[src/rtl/aorr_pkg.sv]
`default_nettype none

package aorr_pkg;

    localparam int OPCODE_W  = 2;
    localparam int TYPE_W    = 3;
    localparam int NUM_TYPES = 5;

    typedef enum logic [OPCODE_W-1:0] {
        OP_SELECT        = 2'd0,
        OP_MARK_ACTIVE   = 2'd1,
        OP_MARK_INACTIVE = 2'd2
    } op_t;

    typedef enum logic {
        ST_IDLE = 1'b0,
        ST_EXEC = 1'b1
    } ctrl_state_t;

    typedef struct packed {
        logic load;
        logic exec;
    } aorr_cmd_t;

endpackage

`default_nettype wire

[src/rtl/aorr_ctrl.sv]
`default_nettype none

module aorr_ctrl (
    input  wire              aclk,
    input  wire              aresetn,
    input  wire              s_valid,
    output logic             s_ready,
    output logic             m_valid,
    input  wire              m_ready,
    output aorr_pkg::aorr_cmd_t cmd
);
    import aorr_pkg::*;

    ctrl_state_t state_reg, state_next;
    logic        m_valid_reg, m_valid_next;

    // take a new word only when the result slot is free by the next edge
    assign s_ready = (state_reg == ST_IDLE) && (!m_valid_reg || m_ready);
    assign m_valid = m_valid_reg;

    always_comb begin
        state_next = state_reg;
        case (state_reg)
            ST_IDLE: begin
                if (s_valid && s_ready) begin
                    state_next = ST_EXEC;
                end
            end
            ST_EXEC: begin
                state_next = ST_IDLE;
            end
            default: begin
                state_next = ST_IDLE;
            end
        endcase
    end

    always_comb begin
        cmd          = '0;
        m_valid_next = m_valid_reg;
        case (state_reg)
            ST_IDLE: begin
                cmd.load = s_valid && s_ready;
                if (m_ready) begin
                    m_valid_next = 1'b0;
                end
            end
            ST_EXEC: begin
                cmd.exec     = 1'b1;
                m_valid_next = 1'b1;
            end
            default: begin
                cmd = '0;
            end
        endcase
    end

    always_ff @(posedge aclk) begin
        if (!aresetn) begin
            state_reg   <= ST_IDLE;
            m_valid_reg <= 1'b0;
        end else begin
            state_reg   <= state_next;
            m_valid_reg <= m_valid_next;
        end
    end

    a_load_to_exec: assert property (@(posedge aclk) disable iff (!aresetn)
        cmd.load |=> (state_reg == ST_EXEC))
        else $error("accepted word did not enter execute");

    a_exec_slot_free: assert property (@(posedge aclk) disable iff (!aresetn)
        (state_reg == ST_EXEC) |-> !m_valid_reg)
        else $error("execute would overwrite a pending result");

    a_exec_gives_result: assert property (@(posedge aclk) disable iff (!aresetn)
        (state_reg == ST_EXEC) |=> (m_valid_reg && state_reg == ST_IDLE))
        else $error("execute did not produce a result");

endmodule

`default_nettype wire

[src/rtl/aorr_dp.sv]
`default_nettype none

module aorr_dp (
    input  wire                        aclk,
    input  wire                        aresetn,
    input  aorr_pkg::aorr_cmd_t        cmd,
    input  wire [aorr_pkg::OPCODE_W-1:0] s_opcode,
    input  wire [aorr_pkg::TYPE_W-1:0]   s_queue_type,
    output logic                       m_grant_valid,
    output logic [aorr_pkg::TYPE_W-1:0]  m_granted_type,
    output logic                       m_any_active
);
    import aorr_pkg::*;

    localparam int CNT_W = $clog2(NUM_TYPES + 1);

    logic [OPCODE_W-1:0]  op_reg;
    logic [TYPE_W-1:0]    type_reg;
    logic [TYPE_W-1:0]    order_reg [NUM_TYPES];
    logic [TYPE_W-1:0]    order_next [NUM_TYPES];
    logic [TYPE_W-1:0]    shifted [NUM_TYPES];
    logic [CNT_W-1:0]     count_reg, count_next;
    logic [NUM_TYPES-1:0] flags_reg, flags_next;
    logic [NUM_TYPES-1:0] hit;
    logic [NUM_TYPES-1:0] match;
    logic [NUM_TYPES-1:0] gap_before;
    logic                 is_active;
    logic                 grant_valid_next;
    logic [TYPE_W-1:0]    granted_next;
    logic                 grant_valid_reg;
    logic [TYPE_W-1:0]    granted_reg;
    logic                 any_active_reg;

    always_comb begin
        for (int i = 0; i < NUM_TYPES; i++) begin
            hit[i]   = (32'(type_reg) == i);
            match[i] = (order_reg[i] == type_reg) && (i < 32'(count_reg));
        end
        is_active = |(hit & flags_reg);
        // entry i closes the gap if the removed type sits at or before it
        for (int i = 0; i < NUM_TYPES; i++) begin
            gap_before[i] = 1'b0;
            for (int j = 0; j <= i; j++) begin
                gap_before[i] = gap_before[i] | match[j];
            end
        end
        for (int i = 0; i < NUM_TYPES - 1; i++) begin
            shifted[i] = order_reg[i + 1];
        end
        shifted[NUM_TYPES-1] = order_reg[NUM_TYPES-1];
    end

    always_comb begin
        order_next       = order_reg;
        count_next       = count_reg;
        flags_next       = flags_reg;
        grant_valid_next = 1'b0;
        granted_next     = '0;
        case (op_t'(op_reg))
            OP_SELECT: begin
                if (count_reg != '0) begin
                    grant_valid_next = 1'b1;
                    granted_next     = order_reg[0];
                    // rotate the head to the tail
                    for (int i = 0; i < NUM_TYPES; i++) begin
                        if (i + 1 < 32'(count_reg)) begin
                            order_next[i] = shifted[i];
                        end else if (i + 1 == 32'(count_reg)) begin
                            order_next[i] = order_reg[0];
                        end
                    end
                end
            end
            OP_MARK_ACTIVE: begin
                if ((|hit) && !is_active && (32'(count_reg) < NUM_TYPES)) begin
                    flags_next = flags_reg | hit;
                    count_next = count_reg + CNT_W'(1);
                    for (int i = 0; i < NUM_TYPES; i++) begin
                        if (i == 32'(count_reg)) begin
                            order_next[i] = type_reg;
                        end
                    end
                end
            end
            OP_MARK_INACTIVE: begin
                if (is_active) begin
                    flags_next = flags_reg & ~hit;
                    count_next = count_reg - CNT_W'(1);
                    for (int i = 0; i < NUM_TYPES; i++) begin
                        if (gap_before[i]) begin
                            order_next[i] = shifted[i];
                        end
                    end
                end
            end
            default: begin
                grant_valid_next = 1'b0;
            end
        endcase
    end

    always_ff @(posedge aclk) begin
        if (!aresetn) begin
            count_reg <= '0;
            flags_reg <= '0;
        end else if (cmd.exec) begin
            count_reg <= count_next;
            flags_reg <= flags_next;
        end
    end

    always_ff @(posedge aclk) begin
        if (cmd.load) begin
            op_reg   <= s_opcode;
            type_reg <= s_queue_type;
        end
        if (cmd.exec) begin
            order_reg       <= order_next;
            grant_valid_reg <= grant_valid_next;
            granted_reg     <= granted_next;
            any_active_reg  <= (count_next != '0);
        end
    end

    assign m_grant_valid  = grant_valid_reg;
    assign m_granted_type = granted_reg;
    assign m_any_active   = any_active_reg;

    a_count_bound: assert property (@(posedge aclk) disable iff (!aresetn)
        32'(count_reg) <= NUM_TYPES)
        else $error("active count exceeds number of types");

    a_count_flags: assert property (@(posedge aclk) disable iff (!aresetn)
        32'($countones(flags_reg)) == 32'(count_reg))
        else $error("active count disagrees with active flags");

endmodule

`default_nettype wire

[src/rtl/activation_order_round_robin.sv]
// Round-robin arbiter over packet-type queues, served in activation order.
// Input channel (s_valid/s_ready): one word per command. s_opcode selects
// select-next, mark-active or mark-inactive; s_queue_type names the type for
// the mark commands. Result channel (m_valid/m_ready): exactly one word per
// command with m_grant_valid, m_granted_type and m_any_active.
// A word accepted at one edge is executed in the following cycle and its
// result is registered into the output register at the end of that cycle.
// The controller accepts a word only in its idle state, so no new word is
// taken while the previous one executes; the list update is done in the
// controller's execute state.
// The result sits in an output register, so a new word is taken in the same
// cycle the previous result is taken.
// Reset (aresetn low, synchronous): the active list is emptied and no
// result is pending. When the receiver stalls, the result is held and no
// further word is accepted until it is taken.
`default_nettype none

module activation_order_round_robin (
    input  wire                          aclk,
    input  wire                          aresetn,
    input  wire                          s_valid,
    output logic                         s_ready,
    input  wire [aorr_pkg::OPCODE_W-1:0] s_opcode,
    input  wire [aorr_pkg::TYPE_W-1:0]   s_queue_type,
    output logic                         m_valid,
    input  wire                          m_ready,
    output logic                         m_grant_valid,
    output logic [aorr_pkg::TYPE_W-1:0]  m_granted_type,
    output logic                         m_any_active
);
    import aorr_pkg::*;

    aorr_cmd_t cmd;

    aorr_ctrl u_ctrl (
        .aclk    (aclk),
        .aresetn (aresetn),
        .s_valid (s_valid),
        .s_ready (s_ready),
        .m_valid (m_valid),
        .m_ready (m_ready),
        .cmd     (cmd)
    );

    aorr_dp u_dp (
        .aclk           (aclk),
        .aresetn        (aresetn),
        .cmd            (cmd),
        .s_opcode       (s_opcode),
        .s_queue_type   (s_queue_type),
        .m_grant_valid  (m_grant_valid),
        .m_granted_type (m_granted_type),
        .m_any_active   (m_any_active)
    );

endmodule

`default_nettype wire
[config.mk]
export PLATFORM = sky130hd
export DESIGN_NAME = activation_order_round_robin
export DESIGN_NICKNAME = d
export VERILOG_FILES = /design/src/rtl/aorr_pkg.sv /design/src/rtl/aorr_ctrl.sv /design/src/rtl/aorr_dp.sv /design/src/rtl/activation_order_round_robin.sv
export SDC_FILE = /design/constraint.sdc
export NUM_CORES = 1
export LEC_CHECK = 0
export BUFFER_PORTS_ARGS = -buffer_cell sky130_fd_sc_hd__buf_2
export CORE_MARGIN = 1.5
export CORE_UTILIZATION = 64
export DETAILED_ROUTE_END_ITERATION = 10
export GPL_ROUTABILITY_DRIVEN = 0
export HOLD_SLACK_MARGIN = 0.06
export PLACE_DENSITY = 0.94
export SYNTH_ARGS = -nofsm -noshare
export SYNTH_HDL_FRONTEND = slang
export SYNTH_HIERARCHICAL = 1
export SYNTH_SLANG_ARGS = --single-unit
[constraint.sdc]
create_clock -name aclk -period 6.6 [get_ports aclk]
set_input_delay 0.33 -clock aclk [delete_from_list [all_inputs] [get_ports aclk]]
set_output_delay 0.33 -clock aclk [all_outputs]
set_load 0.005 [all_outputs]
==> results of run 1 <==
cells by family (layout without fill, tap and decap cells):
kind of cell,Yosys count,in the layout,share of synthesized area
DFF,35,35,0.430
AOI/OAI and AO/OA,55,55,0.161
buffers and inverters,28,38,0.0628
xor gates and xnor gates,12,12,0.0476
and+or+nand+nor,72,72,0.183
adders and majority gates,9,9,0.0510
muxes,14,14,0.0640
worst min path at each step:
stage | endpoint
CTS | u_dp/type_reg[0]$_DFFE_PP_
detailed placement | flop
global route | u_dp/type_reg[1]$_DFFE_PP_
finish | u_dp/type_reg[0]$_DFFE_PP_
floorplan | u_dp/op_reg[0]$_DFFE_PP_
global placement | flop
power by group through the flow:
stage | sequential [W] | combinational, W | clock [W]
3_5_place_dp | 0.000258 | 0.0000548 | 0
5_1_grt | 0.000254 | 0.0000614 | 0.000158
2_1_floorplan | 0.000252 | 0.0000475 | 0
6_report | 0.000253 | 0.0000566 | 0.000150
4_1_cts | 0.000253 | 0.0000550 | 0.000152
3_3_place_gp | 0.000257 | 0.0000535 | 0
worst max-delay path, stage by stage (launching register included):
cell and delay (ps):
edfxtp_1 640, mux2_1 370, a31oi_1 310, a31oi_1 180, a21o_4 250, or3b_4 420
nor4_2 440
stage by stage:
stage / hold WS [ps] / utilization
2_1_floorplan: 429 / -
3_3_place_gp: 452 / 0.677
3_5_place_dp: 466 / 0.677
4_1_cts: 152 / 0.700
5_1_grt: 148 / 0.700
6_report: 160 / 0.700
per-layer routing:
layer  share of wire  vias to the layer above  GRT usage
li1                -                      845          -
met1            0.43                      810      0.387
met2            0.47                      107      0.426
met3           0.085                        9     0.0621
met4           0.019                        0     0.0942
met5               0                        -          0
placed cells by master, fill, tap and decap left out, types with 5 or more instances in the layout:
cell,n
edfxtp_1,25
xor2_1,9
dfxtp_1,10
inv_1,15
buf_2,15
nand3_1,6
nand2_1,22
o21ai_0,17
nor3_1,6
mux2i_1,13
clkbuf_4,5
nor2_1,11
ha_1,9
nor4_1,5
a21oi_1,14
area by class of cell:
cell class              instances  area share
clock inverters                 3      0.0166
clock buffers                   5      0.0161
multi-input cells             162       0.479
well taps                      46      0.0246
repair buffers                 15      0.0321
flip-flops and latches         35       0.407
inverters                      15      0.0241
==> summary.md, run 1 <==
| Metric | Value |
|---|---|
| Status | `completed` |
| Bufs on Longest Clock Path | `2` |
| Switching Power | `approximately 0.00012 W` |
| Reg2Reg Setup Slack | `~3700 ps` |
| CTS tree | `built` |
| DRT Pass-1 Iters | `5` |
| Placed cell count | `around 270` |
| Synth cell types | `51` |
| Worst Setup EP | `u_dp/order_reg[9]$_DFFE_PP_` |
| DR WL/cell | `about 17 um` |
| First-pass GRT wire length | `7.38 mm` |
| Top FF cell, synth | `edfxtp_1` |
| Cell with the most instances after synthesis | `edfxtp_1` |
| Final ANT Viol Nets | `0` |
| CTS Buf Count | `5` |
| # nets final | `252` |
| Mapped Avg Cell Area | `roughly 10 um2` |
| Required @ worst endpoint | `6610 ps` |
| Worst Setup Slack, final | `3650 ps` |
| Clk Latency, worst-skew pair | `340 ps` |
| GRT Total Usage | `0.276` |
| Leak pwr | `0.897 nW` |
| FF-to-FF End | `u_dp/order_reg[9]$_DFFE_PP_` |
| Fmax | `339 MHz` |
| VDD IR-drop max | `approximately 150 uV` |
| Crit Reg-Reg Startpoint | `u_dp/type_reg[0]$_DFFE_PP_` |
| WL final | `between 4 and 5 mm` |
| Dpl hpwl | `around 3.5 mm` |
| Yosys top cell area share | `0.340` |
| Slew margin rel. | `0.496` |
| Post-route cell area | `~2300 um2` |
| DR vias/cell | `6.30` |
| Post-CTS Resized | `0` |
| Rows | `21` |
| Layout cells sized above 1 | `0.140` |
| Initial antenna violation count | `0` |
| Worst Path Max Fanout | `13` |
| Vias in the first global route | `between 1000 and 1500` |
| Least-Margin Pin Slew | `~760 ps` |
| DIE AREA | `around 3800 um2` |
| Cell Count, Final, Fillers Out | `about 280` |
| Post-synthesis sequential area ratio | `0.430` |
| Final setup fails | `0` |
| Largest net degree at the start of global routing | `27` |
| Pwr dens | `~200 nW/um2` |
| RSZ-0062 raised after global routing | `false` |
| Final period util | `0.447` |
| Iter 0 DRT Violations | `152` |
| # DRC | `0` |
| Worst hold path type | `in -> reg` |
| H-Tree Level Count | `2` |
| Synthesized area | `2210 um2` |
| Max-Cap Viols | `0` |
| Port-buffer cells | `15` |
| Number of synthesized flops with an enable pin | `25` |
| WP data arrival | `2960 ps` |
| Logic pwr share | `0.123` |
| Clk pin slew, worst setup/hold paths | `roughly 100 ps` |
| Max-slew violation count | `0` |
| Final setup TNS | `0 ps` |
| Antenna diodes | `0` |
| Area leader, netlist | `edfxtp_1` |
| IO Count | `16` |
| Core box area | `between 3000 and 4000 um2` |
| Synth cell count leaders | `edfxtp_1 (25), nand2_1 (22), o21ai_0 (17)` |
| Initial Util | `0.662` |
| Part of the power in registers | `0.550` |
| Syn Nets | `approximately 240` |
| CP endpoint kind | `flop` |
| Int Pwr | `approximately 0.00034 W` |
| Syn-to-layout area delta | `5.72%` |
| Grt ovf | `0` |
| Switch share | `0.254` |
| Tmin final | `2950 ps` |
| Width of the die | `around 62 um` |
| Crit Path Category | `reg -> reg` |
| Post-place instance area | `between 2000 and 2500 um2` |
| Clock power share | `0.327` |
| Hold Vio Cnt, Final | `0` |
| Top post-synthesis cells by area | `edfxtp_1 (34%), dfxtp_1 (9.1%), mux2i_1 (5.9%)` |
| Total Power | `approximately 0.00046 W` |
| Cells after synthesis | `between 200 and 250` |
| Yosys warns | `6` |
| Area occupied by registers | `around 950 um2` |
| Dpl ws | `approximately 3700 ps` |
| Asr flop ratio synth | `0` |
| Crit. Startpoint | `u_dp/type_reg[0]$_DFFE_PP_` |
| Hold-fix buffers, CTS | `0` |
| Hold path cells | `1` |
| Hold Startpoint | `s_queue_type[0]` |
| CTS Sinks | `35` |
| Die height | `approximately 62 um` |
| DR vias | `~1800` |
| Worst R2R Path Depth | `6` |
| Post-CTS Setup Bufs | `0` |
| Root Driver | `clkbuf_4` |
| Count of state elements after synthesis | `35` |
| Fillers | `around 250` |
| Crit start category | `flop` |
| Clock skew | `around 8 ps` |
| Footprint of the multi-input gates | `about 1100 um2` |
No activity file was read; power rests on OpenSTA's default activity.
==> run 2, diff against run 1 <==
CORE_UTILIZATION = 60   (was 64)
PLACE_DENSITY = 0.89   (was 0.94)
clock period = 2.9 ns   (was 6.6 ns; I/O delays follow)
==> summary.md, run 2 (synthesis gave the netlist of run 1 again) <==
| Metric | Value |
|---|---|
| DRT Pass-1 Iters | `5` |
| Final setup TNS | `0 ps` |
| RSZ-0062 raised after global routing | `false` |
| Hold Vio Cnt, Final | `0` |
| Clk pin slew, worst setup/hold paths | `~70 ps` |
| Fmax | `357 MHz` |
| Switch share | `0.248` |
| Most frequent cells in the layout | `edfxtp_1 (25), nand2_1 (22), o21ai_0 (17)` |
| IO Count | `16` |
| Least-Margin Pin Slew | `713 ps` |
| CTS Buf Count | `5` |
| Final setup fails | `0` |
| Bufs on Longest Clock Path | `2` |
| Post-CTS Setup Bufs | `0` |
| FF-to-FF End | `u_dp/order_reg[9]$_DFFE_PP_` |
| Worst R2R Path Depth | `6` |
| Leak pwr | `approximately 0.97 nW` |
| Antenna diodes | `0` |
| Slowest CP cell | `nor4_2` |
| Pwr dens | `roughly 460 nW/um2` |
| Largest net degree at the start of global routing | `18` |
| Most used cell, CP | `a31oi_1` |
| VDD IR-drop max | `between 300 and 400 uV` |
| WHS Endpoint | `u_ctrl/state_reg$_SDFF_PN0_` |
| Dpl hpwl | `roughly 3.5 mm` |
| Tmin final | `approximately 2800 ps` |
| Layout cells sized above 1 | `0.169` |
| Commonest non-fill, non-tap cell in the layout | `edfxtp_1` |
| Crit Path Category | `reg -> reg` |
| CP endpoint kind | `flop` |
| Area occupied by registers | `951 um2` |
| Footprint of the multi-input gates | `about 1100 um2` |
| Crit start category | `flop` |
| Cell Count, Final, Fillers Out | `294` |
| Clock skew | `9.60 ps` |
| Switching Power | `~0.00029 W` |
| Int Pwr | `just under 0.0009 W` |
| DR vias/cell | `6.44` |
| Fillers | `248` |
| Port-buffer cells | `15` |
| GRT Total Usage | `0.271` |
| Part of the power in registers | `0.495` |
| Syn-to-layout area delta | `12.3%` |
| # DRC | `0` |
| Status | `completed` |
| Total Power | `around 0.0012 W` |
| Max-slew violation count | `0` |
| CTS tree | `built` |
| # nets final | `about 270` |
| Critical Path, Cell by Cell | `mux2_1 -> a31oi_1 -> a31oi_1 -> a21o_4 -> or3b_4 -> nor4_2` |
| WL final | `approximately 5.3 mm` |
| Initial Util | `0.642` |
| DR WL/cell | `about 18 um` |
| Slew margin rel. | `0.523` |
| Logic pwr share | `0.132` |
| DIE AREA | `between 4000 and 5000 um2` |
| Clock power share | `0.373` |
| DR vias | `~1900` |
| Root Driver | `clkbuf_8` |
| Hold path cells | `2` |
| Placed cell count | `approximately 280` |
| Worst Path Max Fanout | `9` |
| Initial antenna violation count | `0` |
| Iter 0 DRT Violations | `about 240` |
| Core box area | `between 3000 and 4000 um2` |
| Required @ worst endpoint | `around 2800 ps` |
| Final period util | `0.967` |
| Clk Latency, worst-skew pair | `~290 ps` |
| H-Tree Level Count | `2` |
| First-pass GRT wire length | `~8.4 mm` |
| WP data arrival | `2750 ps` |
| Crit Reg-Reg Startpoint | `u_dp/type_reg[0]$_DFFE_PP_` |
| Reg2Reg Setup Slack | `between 90 and 100 ps` |
| Worst hold path type | `in -> reg` |
| Die height | `63.7 um` |
| Max-Cap Viols | `0` |
| Hold Startpoint | `s_valid` |
| Grt ovf | `0` |
| Vias in the first global route | `1801` |
| Slowest stage delay, CP | `between 400 and 500 ps` |
| Rows | `21` |
| CTS Sinks | `35` |
| Final ANT Viol Nets | `0` |
| Width of the die | `~64 um` |
run 2: how the worst max path moves through the flow:
stage / start / endpoint / slack, ps / cells after the start
after floorplan: u_dp/type_reg[0]$_DFFE_PP_ / u_dp/order_reg[10]$_DFFE_PP_ / 420 / 7
after global placement: u_dp/type_reg[0]$_DFFE_PP_ / u_dp/order_reg[11]$_DFFE_PP_ / 320 / 6
after detailed placement: u_dp/type_reg[0]$_DFFE_PP_ / u_dp/order_reg[3]$_DFFE_PP_ / 170 / 6
after CTS: u_dp/type_reg[0]$_DFFE_PP_ / u_dp/order_reg[5]$_DFFE_PP_ / 90 / 6
after global routing: u_dp/type_reg[0]$_DFFE_PP_ / u_dp/order_reg[9]$_DFFE_PP_ / 40 / 7
final: u_dp/type_reg[0]$_DFFE_PP_ / u_dp/order_reg[9]$_DFFE_PP_ / 100 / 6
run 2: layout make-up:
cell class / instances / area share
clock buffer: 5 / 0.0277
inverter: 15 / 0.0227
multi-input combinational: 162 / 0.453
tap: 46 / 0.0232
timing repair buffer: 28 / 0.0746
clock inverter: 3 / 0.0156
sequential: 35 / 0.383
run 2: power groups by stage:
stage                     logic [W]  clock network (W)  registers [W]
after floorplan            0.000108                  0       0.000574
after global routing       0.000165           0.000453       0.000571
after detailed placement   0.000140                  0       0.000580
after CTS                  0.000147           0.000435       0.000569
after global placement     0.000136                  0       0.000579
final                      0.000152           0.000430       0.000569
run 2: metal layers:
metal | GRT usage | share of wire
met5 | 0 | 0
met4 | 0.111 | 0.023
met3 | 0.0875 | 0.11
met2 | 0.429 | 0.47
met1 | 0.341 | 0.40
run 2: critical path: cells and delay by family, from the launching register on:
family / cells / cell delay, ps
multiplexers: 1 / 340
flip-flops: 1 / 450
AO/OA/AOI/OAI: 3 / 790
AND/OR/NAND/NOR: 2 / 870
run 2: metrics by stage:
stage / utilization / hold WS [ps] / setup slack [ps] / area, um2
detailed placement: 0.674 / 323 / 174 / 2320
global placement: 0.674 / 321 / 318 / 2320
floorplan: - / 244 / 423 / 2210
CTS: 0.720 / 154 / 88.9 / 2480
global route: 0.721 / 160 / 37.8 / 2480
finish: 0.721 / 166 / 95.0 / 2480
run 2: what timing repair did:
action	4_1_cts	5_1_grt
hold buffers	5	0
endpoints found under the setup margin	0	1
resized for setup	0	1
endpoints found under the hold margin	5	0
==> run 3, diff against run 2 <==
==> constraint.sdc (replaced) <==
create_clock -name aclk -period 2.9 [get_ports aclk]
set_input_delay 0.87 -clock aclk [delete_from_list [all_inputs] [get_ports aclk]]
set_output_delay 0.87 -clock aclk [all_outputs]
set_load 0.005 [all_outputs]
==> summary.md, run 3 (synthesis gave the netlist of run 1 again) <==
| Metric | Value |
|---|---|
| Tmin final | `approximately 2800 ps` |
| Final ANT Viol Nets | `0` |
| GRT Total Usage | `0.264` |
| Rows | `21` |
| # DRC | `0` |
| Final setup TNS | `0 ps` |
| Total Power | `roughly 0.0011 W` |
| Layout cells sized above 1 | `0.173` |
| Slew margin rel. | `0.571` |
| Worst Path Max Fanout | `9` |
| Antenna diodes | `0` |
| Syn-to-layout area delta | `10.1%` |
| Commonest non-fill, non-tap cell in the layout | `edfxtp_1` |
| Least-Margin Pin Slew | `around 640 ps` |
| H-Tree Level Count | `2` |
| Clock skew | `~12 ps` |
| CTS Buf Count | `5` |
| Largest net degree at the start of global routing | `18` |
| CTS tree | `built` |
| Required @ worst endpoint | `~2800 ps` |
| Iter 0 DRT Violations | `236` |
| Die height | `63.7 um` |
| Crit start category | `flop` |
| Final setup fails | `0` |
| Most frequent cells in the layout | `edfxtp_1 (25), nand2_1 (22), o21ai_0 (17)` |
| RSZ-0062 raised after global routing | `false` |
| Post-CTS Setup Bufs | `0` |
| WP data arrival | `roughly 2800 ps` |
| Worst hold path type | `reg -> reg` |
| Post-place instance area | `2320 um2` |
| CP endpoint kind | `flop` |
| Max-Cap Viols | `0` |
| Initial antenna violation count | `0` |
| Initial Util | `0.642` |
| WL final | `slightly above 5 mm` |
| Vias in the first global route | `between 1500 and 2000` |
| Grt ovf | `0` |
| Max-slew violation count | `0` |
| First-pass GRT wire length | `between 8 and 9 mm` |
| Post-CTS Resized | `0` |
| DR vias | `1874` |
| Root Driver | `clkbuf_8` |
| Clk Latency, worst-skew pair | `290 ps` |
| CTS Sinks | `35` |
| Fmax | `356 MHz` |
| Hold Vio Cnt, Final | `0` |
| DRT Pass-1 Iters | `4` |
| Bufs on Longest Clock Path | `2` |
| Hold-fix buffers, CTS | `0` |
| DR vias/cell | `about 6.5` |
| Final period util | `0.967` |
| # nets final | `between 200 and 300` |
| DR WL/cell | `about 18 um` |
| Fillers | `253` |
| Leak pwr | `approximately 0.95 nW` |
| Status | `completed` |
| IO Count | `16` |
| Core box area | `3440 um2` |
| Crit. Startpoint | `u_dp/type_reg[0]$_DFFE_PP_` |
| Clk pin slew, worst setup/hold paths | `roughly 70 ps` |
| Width of the die | `63.7 um` |
| DIE AREA | `4060 um2` |
| Pwr dens | `around 470 nW/um2` |
| Crit Path Category | `reg -> reg` |
| Post-route cell area | `approximately 2400 um2` |
| VDD IR-drop max | `around 360 uV` |
| Dpl hpwl | `~3.5 mm` |
| Crit Reg-Reg Startpoint | `u_dp/type_reg[0]$_DFFE_PP_` |
| Port-buffer cells | `15` |
## run 3: worst paths after layout
path / end / slack [ps] / cells past startpoint
worst max-delay path: u_dp/order_reg[11]$_DFFE_PP_ / 90 / 6
worst min-delay path: flop / 470 / 2
worst max register to register: u_dp/order_reg[11]$_DFFE_PP_ / 90 / 6
worst min register to register: flop / 470 / 2
## run 3: area by class of cell
type	instances	area (um2)	area share
Inverter	15	56.3	0.0231
Clock inverter	3	38.8	0.0159
Sequential cell	35	951	0.391
Multi-Input combinational cell	162	1120	0.462
Clock buffer	5	68.8	0.0283
Tap cell	46	57.6	0.0237
Timing Repair Buffer	23	135	0.0556
## run 3: critical path, cell delays in order, from the launching register on
cell and delay [ps]:
edfxtp_1 450, mux2_1 340, a31oi_1 330, a31oi_1 210, a21o_4 260, or3b_4 410, nor4_2 460
## run 3: metal layers
layer  global-route usage  wire length (um)  vias up
met3               0.0857               541       18
met2                0.412              2420      140
met1                0.336              2050      859
met5                    0                 0        -
met4                0.111               114        0
li1                     -                 -      857
## run 3: per-stage QoR
stage                util  setup slack [ps]  hold WS (ps)  std cells
finish              0.707              94.6           467        289
floorplan               -               423           430        225
detailed placement  0.674               174           456        281
global route        0.707              37.9           487        289
CTS                 0.705              88.9           465        289
global placement    0.674               318           450        281
## run 3: power breakdown
| group | leakage (nW) | internal [W] | total (W) | switching (W) |
|---|---|---|---|---|
| Combinational | 0.581 | 0.0000555 | 0.000147 | 0.0000913 |
| Clock | 0.0556 | 0.000252 | 0.000432 | 0.000181 |
| Sequential | 0.314 | 0.000554 | 0.000569 | 0.0000151 |
| Total | 0.951 | 0.000861 | 0.00115 | 0.000287 |
